### src/sv/sckt_pkg.sv
// ----------------------------------------------------------------------------
// sckt_pkg
// Shared types, codes and helpers for the sorted cell key table.
// ----------------------------------------------------------------------------
package sckt_pkg;

  localparam int TABLE_DEPTH_DEF = 64;

  // operation codes
  localparam logic [1:0] OP_INSERT = 2'd0;
  localparam logic [1:0] OP_LOOKUP = 2'd1;
  localparam logic [1:0] OP_READ   = 2'd2;

  // status codes
  localparam logic [1:0] STAT_OK        = 2'd0;
  localparam logic [1:0] STAT_FULL      = 2'd1;
  localparam logic [1:0] STAT_BAD_INDEX = 2'd2;

  typedef struct packed {
    logic [1:0]  operation;
    logic [7:0]  col;
    logic [7:0]  row;
    logic [1:0]  kind;
    logic [15:0] arg_ref;
    logic [7:0]  arg_count;
    logic [5:0]  index;
  } req_t;

  typedef struct packed {
    logic [7:0]  col;
    logic [7:0]  row;
    logic [1:0]  kind;
    logic [15:0] arg_ref;
    logic [7:0]  arg_count;
  } entry_t;

  typedef struct packed {
    logic [1:0]  status;
    logic        found;
    logic [5:0]  start_index;
    logic [6:0]  match_count;
    logic [7:0]  entry_col;
    logic [7:0]  entry_row;
    logic [1:0]  entry_kind;
    logic [15:0] entry_arg_ref;
    logic [7:0]  entry_arg_count;
    logic [6:0]  entry_total;
  } rsp_t;

  typedef enum logic [1:0] {
    CMP_LT,
    CMP_EQ,
    CMP_GT
  } cmp_t;

  typedef enum logic [3:0] {
    ST_IDLE,
    ST_SRCH,
    ST_SCMP,
    ST_SHRD,
    ST_SHWR,
    ST_PUT,
    ST_DNRD,
    ST_DNCMP,
    ST_UPRD,
    ST_UPCMP,
    ST_RDWAIT,
    ST_DONE
  } state_t;

  // row is the primary field, col the secondary
  function automatic cmp_t key_cmp(logic [7:0] row, logic [7:0] col, entry_t e);
    logic [15:0] a;
    logic [15:0] b;
    a = {row, col};
    b = {e.row, e.col};
    if (a < b) begin
      return CMP_LT;
    end else if (a > b) begin
      return CMP_GT;
    end
    return CMP_EQ;
  endfunction

endpackage

### src/sv/sckt_mem.sv
// ----------------------------------------------------------------------------
// sckt_mem
// Entry store: one write port, one read port, registered read data.
// ----------------------------------------------------------------------------
module sckt_mem #(
  parameter int TABLE_DEPTH = sckt_pkg::TABLE_DEPTH_DEF,
  localparam int AW = $clog2(TABLE_DEPTH)
) (
  input  logic             clk,
  input  logic             we,
  input  logic [AW-1:0]    waddr,
  input  sckt_pkg::entry_t wdata,
  input  logic             re,
  input  logic [AW-1:0]    raddr,
  output sckt_pkg::entry_t rdata
);

  sckt_pkg::entry_t mem [TABLE_DEPTH];

  always_ff @(posedge clk) begin
    if (we) begin
      mem[waddr] <= wdata;
    end
  end

  always_ff @(posedge clk) begin
    if (re) begin
      rdata <= mem[raddr];
    end
  end

endmodule

### src/sv/sckt_ctrl.sv
// ----------------------------------------------------------------------------
// sckt_ctrl
// Sequencer: binary search, upward shift on insert, run scan on lookup,
// indexed read. Every access goes through the single store port pair.
// ----------------------------------------------------------------------------
module sckt_ctrl #(
  parameter int TABLE_DEPTH = sckt_pkg::TABLE_DEPTH_DEF,
  localparam int AW   = $clog2(TABLE_DEPTH),
  localparam int CW   = $clog2(TABLE_DEPTH + 1),
  localparam int CMPW = (CW > 6) ? CW : 6
) (
  input  logic             clk,
  input  logic             rst,
  input  logic             req_valid,
  output logic             req_stall,
  input  sckt_pkg::req_t   req,
  output logic             res_valid,
  input  logic             res_ready,
  output sckt_pkg::rsp_t   res,
  output logic             mem_we,
  output logic [AW-1:0]    mem_waddr,
  output sckt_pkg::entry_t mem_wdata,
  output logic             mem_re,
  output logic [AW-1:0]    mem_raddr,
  input  sckt_pkg::entry_t mem_rdata
);

  sckt_pkg::state_t state, state_next;
  logic [CW-1:0] count, count_next;

  logic [1:0]       op, op_next;
  sckt_pkg::entry_t new_entry, new_entry_next;
  logic [CW-1:0]    lo, lo_next;
  logic [CW-1:0]    hi, hi_next;
  logic [CW-1:0]    pos, pos_next;
  logic [CW-1:0]    ptr, ptr_next;
  logic [CW-1:0]    first, first_next;
  logic [CW-1:0]    run_len, run_len_next;

  logic [1:0]       res_status, res_status_next;
  logic             res_found, res_found_next;
  logic [5:0]       res_start, res_start_next;
  logic [6:0]       res_mcount, res_mcount_next;
  sckt_pkg::entry_t res_entry, res_entry_next;

  logic [CW:0]      mid_sum;
  logic [CW-1:0]    mid;
  logic [CW-1:0]    ptr_dec;
  logic [CW-1:0]    first_dec;
  logic [CW:0]      up_addr;
  sckt_pkg::cmp_t   cmp;

  assign mid_sum   = {1'b0, lo} + {1'b0, hi};
  assign mid       = mid_sum[CW:1];
  assign ptr_dec   = ptr - CW'(1);
  assign first_dec = first - CW'(1);
  assign up_addr   = {1'b0, first} + {1'b0, run_len};
  assign cmp       = sckt_pkg::key_cmp(new_entry.row, new_entry.col, mem_rdata);

  assign res.status          = res_status;
  assign res.found           = res_found;
  assign res.start_index     = res_start;
  assign res.match_count     = res_mcount;
  assign res.entry_col       = res_entry.col;
  assign res.entry_row       = res_entry.row;
  assign res.entry_kind      = res_entry.kind;
  assign res.entry_arg_ref   = res_entry.arg_ref;
  assign res.entry_arg_count = res_entry.arg_count;
  assign res.entry_total     = 7'(count);

  always_ff @(posedge clk) begin
    if (rst) begin
      state <= sckt_pkg::ST_IDLE;
      count <= '0;
    end else begin
      state <= state_next;
      count <= count_next;
    end
  end

  always_ff @(posedge clk) begin
    op         <= op_next;
    new_entry  <= new_entry_next;
    lo         <= lo_next;
    hi         <= hi_next;
    pos        <= pos_next;
    ptr        <= ptr_next;
    first      <= first_next;
    run_len    <= run_len_next;
    res_status <= res_status_next;
    res_found  <= res_found_next;
    res_start  <= res_start_next;
    res_mcount <= res_mcount_next;
    res_entry  <= res_entry_next;
  end

  // Reads and writes sit in separate states, so the store never sees a
  // read and a write of the same entry in one cycle.
  always_comb begin
    state_next      = state;
    count_next      = count;
    op_next         = op;
    new_entry_next  = new_entry;
    lo_next         = lo;
    hi_next         = hi;
    pos_next        = pos;
    ptr_next        = ptr;
    first_next      = first;
    run_len_next    = run_len;
    res_status_next = res_status;
    res_found_next  = res_found;
    res_start_next  = res_start;
    res_mcount_next = res_mcount;
    res_entry_next  = res_entry;
    mem_we          = 1'b0;
    mem_waddr       = '0;
    mem_wdata       = new_entry;
    mem_re          = 1'b0;
    mem_raddr       = '0;
    res_valid       = 1'b0;
    req_stall       = (state != sckt_pkg::ST_IDLE);

    unique case (state)
      sckt_pkg::ST_IDLE: begin
        if (req_valid) begin
          op_next                  = req.operation;
          new_entry_next.col       = req.col;
          new_entry_next.row       = req.row;
          new_entry_next.kind      = req.kind;
          new_entry_next.arg_ref   = req.arg_ref;
          new_entry_next.arg_count = req.arg_count;
          res_status_next          = sckt_pkg::STAT_OK;
          res_found_next           = 1'b0;
          res_start_next           = '0;
          res_mcount_next          = '0;
          res_entry_next           = '0;
          lo_next                  = '0;
          hi_next                  = count;
          unique case (req.operation)
            sckt_pkg::OP_INSERT: begin
              if (count == CW'(TABLE_DEPTH)) begin
                res_status_next = sckt_pkg::STAT_FULL;
                state_next      = sckt_pkg::ST_DONE;
              end else begin
                state_next = sckt_pkg::ST_SRCH;
              end
            end
            sckt_pkg::OP_LOOKUP: begin
              state_next = sckt_pkg::ST_SRCH;
            end
            sckt_pkg::OP_READ: begin
              if (CMPW'(req.index) >= CMPW'(count)) begin
                res_status_next = sckt_pkg::STAT_BAD_INDEX;
                state_next      = sckt_pkg::ST_DONE;
              end else begin
                mem_re     = 1'b1;
                mem_raddr  = AW'(req.index);
                state_next = sckt_pkg::ST_RDWAIT;
              end
            end
            default: begin
              state_next = sckt_pkg::ST_DONE;
            end
          endcase
        end
      end

      sckt_pkg::ST_SRCH: begin
        if (lo < hi) begin
          mem_re     = 1'b1;
          mem_raddr  = mid[AW-1:0];
          pos_next   = mid;
          state_next = sckt_pkg::ST_SCMP;
        end else begin
          // miss: lo is the insert slot
          pos_next       = lo;
          res_start_next = 6'(lo);
          if (op == sckt_pkg::OP_INSERT) begin
            ptr_next   = count;
            state_next = sckt_pkg::ST_SHRD;
          end else begin
            state_next = sckt_pkg::ST_DONE;
          end
        end
      end

      sckt_pkg::ST_SCMP: begin
        case (cmp)
          sckt_pkg::CMP_LT: begin
            hi_next    = pos;
            state_next = sckt_pkg::ST_SRCH;
          end
          sckt_pkg::CMP_GT: begin
            lo_next    = pos + CW'(1);
            state_next = sckt_pkg::ST_SRCH;
          end
          default: begin
            res_start_next = 6'(pos);
            if (op == sckt_pkg::OP_INSERT) begin
              ptr_next   = count;
              state_next = sckt_pkg::ST_SHRD;
            end else begin
              res_found_next = 1'b1;
              first_next     = pos;
              run_len_next   = CW'(1);
              state_next     = sckt_pkg::ST_DNRD;
            end
          end
        endcase
      end

      // shift entries [pos, count) up by one, top first
      sckt_pkg::ST_SHRD: begin
        if (ptr > pos) begin
          mem_re     = 1'b1;
          mem_raddr  = ptr_dec[AW-1:0];
          state_next = sckt_pkg::ST_SHWR;
        end else begin
          state_next = sckt_pkg::ST_PUT;
        end
      end

      sckt_pkg::ST_SHWR: begin
        mem_we     = 1'b1;
        mem_waddr  = ptr[AW-1:0];
        mem_wdata  = mem_rdata;
        ptr_next   = ptr_dec;
        state_next = sckt_pkg::ST_SHRD;
      end

      sckt_pkg::ST_PUT: begin
        mem_we     = 1'b1;
        mem_waddr  = pos[AW-1:0];
        mem_wdata  = new_entry;
        count_next = count + CW'(1);
        state_next = sckt_pkg::ST_DONE;
      end

      // extend the run of equal keys downward
      sckt_pkg::ST_DNRD: begin
        if (first != '0) begin
          mem_re     = 1'b1;
          mem_raddr  = first_dec[AW-1:0];
          state_next = sckt_pkg::ST_DNCMP;
        end else begin
          state_next = sckt_pkg::ST_UPRD;
        end
      end

      sckt_pkg::ST_DNCMP: begin
        if (cmp == sckt_pkg::CMP_EQ) begin
          first_next   = first_dec;
          run_len_next = run_len + CW'(1);
          state_next   = sckt_pkg::ST_DNRD;
        end else begin
          state_next = sckt_pkg::ST_UPRD;
        end
      end

      // then upward
      sckt_pkg::ST_UPRD: begin
        if (up_addr < {1'b0, count}) begin
          mem_re     = 1'b1;
          mem_raddr  = up_addr[AW-1:0];
          state_next = sckt_pkg::ST_UPCMP;
        end else begin
          res_start_next  = 6'(first);
          res_mcount_next = 7'(run_len);
          state_next      = sckt_pkg::ST_DONE;
        end
      end

      sckt_pkg::ST_UPCMP: begin
        if (cmp == sckt_pkg::CMP_EQ) begin
          run_len_next = run_len + CW'(1);
          state_next   = sckt_pkg::ST_UPRD;
        end else begin
          res_start_next  = 6'(first);
          res_mcount_next = 7'(run_len);
          state_next      = sckt_pkg::ST_DONE;
        end
      end

      sckt_pkg::ST_RDWAIT: begin
        res_entry_next = mem_rdata;
        state_next     = sckt_pkg::ST_DONE;
      end

      sckt_pkg::ST_DONE: begin
        res_valid = 1'b1;
        if (res_ready) begin
          state_next = sckt_pkg::ST_IDLE;
        end
      end

      default: begin
        state_next = sckt_pkg::ST_IDLE;
      end
    endcase
  end

endmodule

### src/sv/sorted_cell_key_table.sv
// ----------------------------------------------------------------------------
// sorted_cell_key_table
// Table of entries kept sorted by (row, col) with insert, lookup and read.
// ----------------------------------------------------------------------------
//   channel | handshake              | payload
//   --------+------------------------+----------------------
//   req     | req_valid / req_stall  | sckt_pkg::req_t
//   rsp     | rsp_valid / rsp_stall  | sckt_pkg::rsp_t
//
// One transaction at a time: accept, do the work, then hand off the result.
// Read: one store read; search: a read and a compare per probe; insert then
// reads and writes each shifted entry and writes the slot; a lookup hit
// reads and compares each run neighbor. Full, bad index, unused: no work.
// Reset clears the count but not the store, which needs no clearing. A result
// held by rsp_stall waits in the output register while the sequencer runs on.
module sorted_cell_key_table #(
  parameter int TABLE_DEPTH = sckt_pkg::TABLE_DEPTH_DEF
) (
  input  logic           clk,
  input  logic           rst,
  input  logic           req_valid,
  output logic           req_stall,
  input  sckt_pkg::req_t req,
  output logic           rsp_valid,
  input  logic           rsp_stall,
  output sckt_pkg::rsp_t rsp
);

  localparam int AW = $clog2(TABLE_DEPTH);

  logic             res_valid;
  logic             res_ready;
  sckt_pkg::rsp_t   res;
  logic             mem_we;
  logic [AW-1:0]    mem_waddr;
  sckt_pkg::entry_t mem_wdata;
  logic             mem_re;
  logic [AW-1:0]    mem_raddr;
  sckt_pkg::entry_t mem_rdata;

  sckt_ctrl #(
    .TABLE_DEPTH(TABLE_DEPTH)
  ) u_ctrl (
    .clk       (clk),
    .rst       (rst),
    .req_valid (req_valid),
    .req_stall (req_stall),
    .req       (req),
    .res_valid (res_valid),
    .res_ready (res_ready),
    .res       (res),
    .mem_we    (mem_we),
    .mem_waddr (mem_waddr),
    .mem_wdata (mem_wdata),
    .mem_re    (mem_re),
    .mem_raddr (mem_raddr),
    .mem_rdata (mem_rdata)
  );

  sckt_mem #(
    .TABLE_DEPTH(TABLE_DEPTH)
  ) u_mem (
    .clk   (clk),
    .we    (mem_we),
    .waddr (mem_waddr),
    .wdata (mem_wdata),
    .re    (mem_re),
    .raddr (mem_raddr),
    .rdata (mem_rdata)
  );

  assign res_ready = !rsp_valid || !rsp_stall;

  always_ff @(posedge clk) begin
    if (rst) begin
      rsp_valid <= 1'b0;
    end else if (res_valid && res_ready) begin
      rsp_valid <= 1'b1;
    end else if (!rsp_stall) begin
      rsp_valid <= 1'b0;
    end
  end

  always_ff @(posedge clk) begin
    if (res_valid && res_ready) begin
      rsp <= res;
    end
  end

endmodule

### config.mk
export PLATFORM = sky130hd
export DESIGN_NAME = sorted_cell_key_table
export DESIGN_NICKNAME = d
export VERILOG_FILES = /design/src/sv/sckt_pkg.sv /design/src/sv/sckt_mem.sv /design/src/sv/sckt_ctrl.sv /design/src/sv/sorted_cell_key_table.sv
export SDC_FILE = /design/constraint.sdc
export NUM_CORES = 2
export LEC_CHECK = 0
export BUFFER_PORTS_ARGS = -buffer_cell sky130_fd_sc_hd__clkbuf_2
export CAP_MARGIN = 20
export CORE_AREA = 2 2 580 582
export CTS_CLUSTER_SIZE = 10
export DETAILED_ROUTE_END_ITERATION = 10
export DIE_AREA = 0 0 582 584
export PLACE_DENSITY = 0.48
export RECOVER_POWER = 100
export SLEW_MARGIN = 20
export SYNTH_ARGS = -nofsm -noshare
export SYNTH_HDL_FRONTEND = slang
export SYNTH_SLANG_ARGS = --single-unit
### constraint.sdc
create_clock -name clk -period 7.3 [get_ports clk]
set_clock_uncertainty 0.1 [all_clocks]
set_input_delay 0.73 -clock clk [delete_from_list [all_inputs] [get_ports clk]]
set_output_delay 0.73 -clock clk [all_outputs]
set_load 0.005 [all_outputs]
==> reports/metrics.yaml <==
synth:
  synthDistinctLibCells: 91
  ys_top_cells_by_area: "edfxtp_1, nand2_1, mux2i_1, nand3_1, a31oi_1"
  yosys.area.top_type: "edfxtp_1"
  synthTopCellsByCount: "edfxtp_1, nand2_1, nand3_1, mux2i_1, nor2_1"
  seq_area_frac_synth_pct: 76.0
  synth_most_common_cell: "edfxtp_1"
  synth_ff_type: "edfxtp_1"
  postSynth.asyncResetShare_pct: 0
  synth_nets: 8127
  synth_warnings: 0
  synth_edf_count: 2939
  synth.cell_area_um2: 116000
  synth_top_area_share_pct: 75.8
  synth.avg_cell_area_um2: 14.5
  synth_seq_cells: 2951
  synth_cells: 8010
critical_path:
  r2r_cells: 6
  cp.required_ps: 7710
  r2r-end: "u_mem.mem[43][15]$_DFFE_PP_"
  crit_arrival_ps: 7490
  crit_path_end_kind: "flip-flop"
  cp_max_fo: 64
  crit_type: "reg2reg"
  r2r-start: "u_ctrl.state[3]$_SDFFE_PP0P_"
  r2r_slack_ps: 230
  critPathLaunchType: "flip-flop"
layout:
  nets: 8469
  areaGrowthSynthToFinish_pct: 14.3
  instances_no_fill: 12800
  register_area_um2: 88500
  drive_above_1_share_pct: 9.31
  multi_input_area_um2: 25900
  fillers: 30600
floorplanning:
  io_pins: 121
  die_area_um2: 340000
  rows: 212
  die_h_um: 584
  die_width_um: 582
  core_area_um2: 333000
  initial_core_util_pct: 35.0
clock_tree:
  numCtsBuffers: 342
  htreeDepth: 5
  path_clk_slew_ps: 50
  cts_setup_buffers: 0
  cts_root_buffer: "clkbuf_16"
  clockBufferDepth: 4
  clk-insertion-delay-late_ps: 950
  clock-sinks: 2951
  tritoncts: "yes"
placement:
  post-place-cells: 12400
  pre_cts_slack_ps: 834
  port-buffer-count: 120
  gp_congestion: 0.870
  post-dp-hpwl_um: 229000
grt:
  grt_pass1_vias: 69400
  antenna_found_initial: 32
  gr-total-overflow: 0
  grt_max_degree: 146
  track_usage_pct: 23.4
  grt_pass1_wl_um: 561000
sta:
  rsz0062_at_grt: "false"
  fmax_mhz: 141
  drv_slew: 3449
  slew_headroom_pct: -140
  tns_ps: 0
  tightest_slew_ps: 3600
  hold_violations: 0
  setup_viol: 0
  finalCriticalPeriod_ps: 7070
  fin_crit_sh_pct: 96.9
  setup_slack_ps: 227
pwr:
  ir_drop_mv: 0.390
  power_density_nw_per_um2: 395
  leakage_nw: 43.5
min_path:
  min_path_cells: 2
  min-delay-start: "rst"
  whs_endpoint: "u_ctrl.count[5]$_SDFFE_PP0N_"
  min_path_type: "in2reg"
run_status:
  violations: "max-capacitance violations, max-slew violations"
  outcome: "finished, violations left"
route:
  wl_per_cell_um: 31.7
  vias: 72800
  drc: 0
  first_pass_iters: 8
  first_iter_violations: 9532
  vias_per_cell: 5.67
  wirelength_um: 407000
  antenna_left: 0
flow_run:
  max_cap_violations: 141
cell families (layout without fill, tap and decap cells):
logic type      Yosys count  after routing  synth area share, %
compound gates          941            941                 5.90
xor+xnor                 34             34                0.256
fa+ha+maj                63             63                0.690
buf+inv                 528            960                 2.06
flops                  2951           2951                 76.0
mux                     427            427                 3.73
other cells               0             10                    0
simple gates           3066           3066                 11.4
layer usage:
layer  routed length [um]  GRT usage [%]  share of wire, %  vias to the layer above
met5                   27              0            0.0066                        -
met3                35200           3.89               8.6                      711
met4                14500           7.45               3.6                        4
met2               186000           37.1                46                     3582
li1                     -              -                 -                    30900
met1               171000           32.7                42                    37600
flip-flops by register name (all words and copies together) (netlist names), 42 cells and up:
name,flops
u_ctrl.new_entry,42
u_ctrl.res,42
rsp,65
u_mem.rdata,42
u_mem.mem,2688
what timing repair did:
action | 4_1_cts | 5_1_grt
resized for setup | 0 | 0
hold endpoints to repair | 45 | 0
hold buffers | 45 | 0
worst max path at each step:
stage                     cells past startpoint                             from  slack, ps                           to
after floorplan                               8     u_ctrl.state[2]$_SDFFE_PP0P_       2450   u_mem.mem[0][34]$_DFFE_PP_
after global placement                       19  u_ctrl.run_len[0]$_SDFFCE_PP1P_        740    u_mem.rdata[39]$_DFFE_PP_
after detailed placement                     19        u_ctrl.first[0]$_DFFE_PP_        830    u_mem.rdata[39]$_DFFE_PP_
after CTS                                    19        u_ctrl.first[0]$_DFFE_PP_        850    u_mem.rdata[39]$_DFFE_PP_
after global routing                          7     u_ctrl.state[3]$_SDFFE_PP0P_        220  u_mem.mem[16][34]$_DFFE_PP_
final                                         6     u_ctrl.state[3]$_SDFFE_PP0P_        230  u_mem.mem[43][15]$_DFFE_PP_
layout by cell type, fill, tap and decap left out, types with 55 or more instances in the layout:
cell type     n
clkbuf_1    187
o22ai_1      66
edfxtp_1   2939
mux2i_1     373
nand2_1    1873
clkbuf_16   343
nand4_1     108
and3_1       65
nor2_1      165
inv_1        57
a211oi_1     55
nor3_1       62
nand3_1     635
a21oi_1     159
clkbuf_2    102
a32oi_1     107
a31oi_1     169
buf_4       122
a32o_1       56
o21ai_0      87
ha_1         61
through the flow:
step           hold WS [ps]  util [%]  total power [mW]  cell area, um2
6_report               97.9      40.0              52.6          133000
5_1_grt                83.4      40.0              54.6          133000
4_1_cts                13.6      40.3              53.0          134000
3_5_place_dp            305      37.3              37.7          124000
3_3_place_gp            304      37.2              37.5          124000
2_1_floorplan           300         -              30.4          116000
critical path, cell delays in order, from the launching register on:
cell and delay (ps):
dfxtp_1 560, nor2b_1 430, nand2b_1 330, nor2_1 2120, clkbuf_1 1550, mux2_2 390, clkbuf_2 1010
final cells by class:
type | count | share of cell area (%)
antenna | 10 | 0.0188
inverter | 60 | 0.170
tap | 4387 | 4.12
timing repair buffer | 466 | 2.58
multi-input combinational | 4531 | 19.4
clock inverter | 48 | 0.598
sequential | 2951 | 66.5
clock buffer | 386 | 6.57
report_power, final:
part	total [mW]	leakage (nW)	switching, mW	internal, mW
Combinational	16.1	12.3	11.6	4.51
Sequential	21.2	26.6	0.611	20.6
Clock	15.3	4.62	6.73	8.59
Total	52.6	43.5	19.0	33.7
No activity file was read; power rests on OpenSTA's default activity.
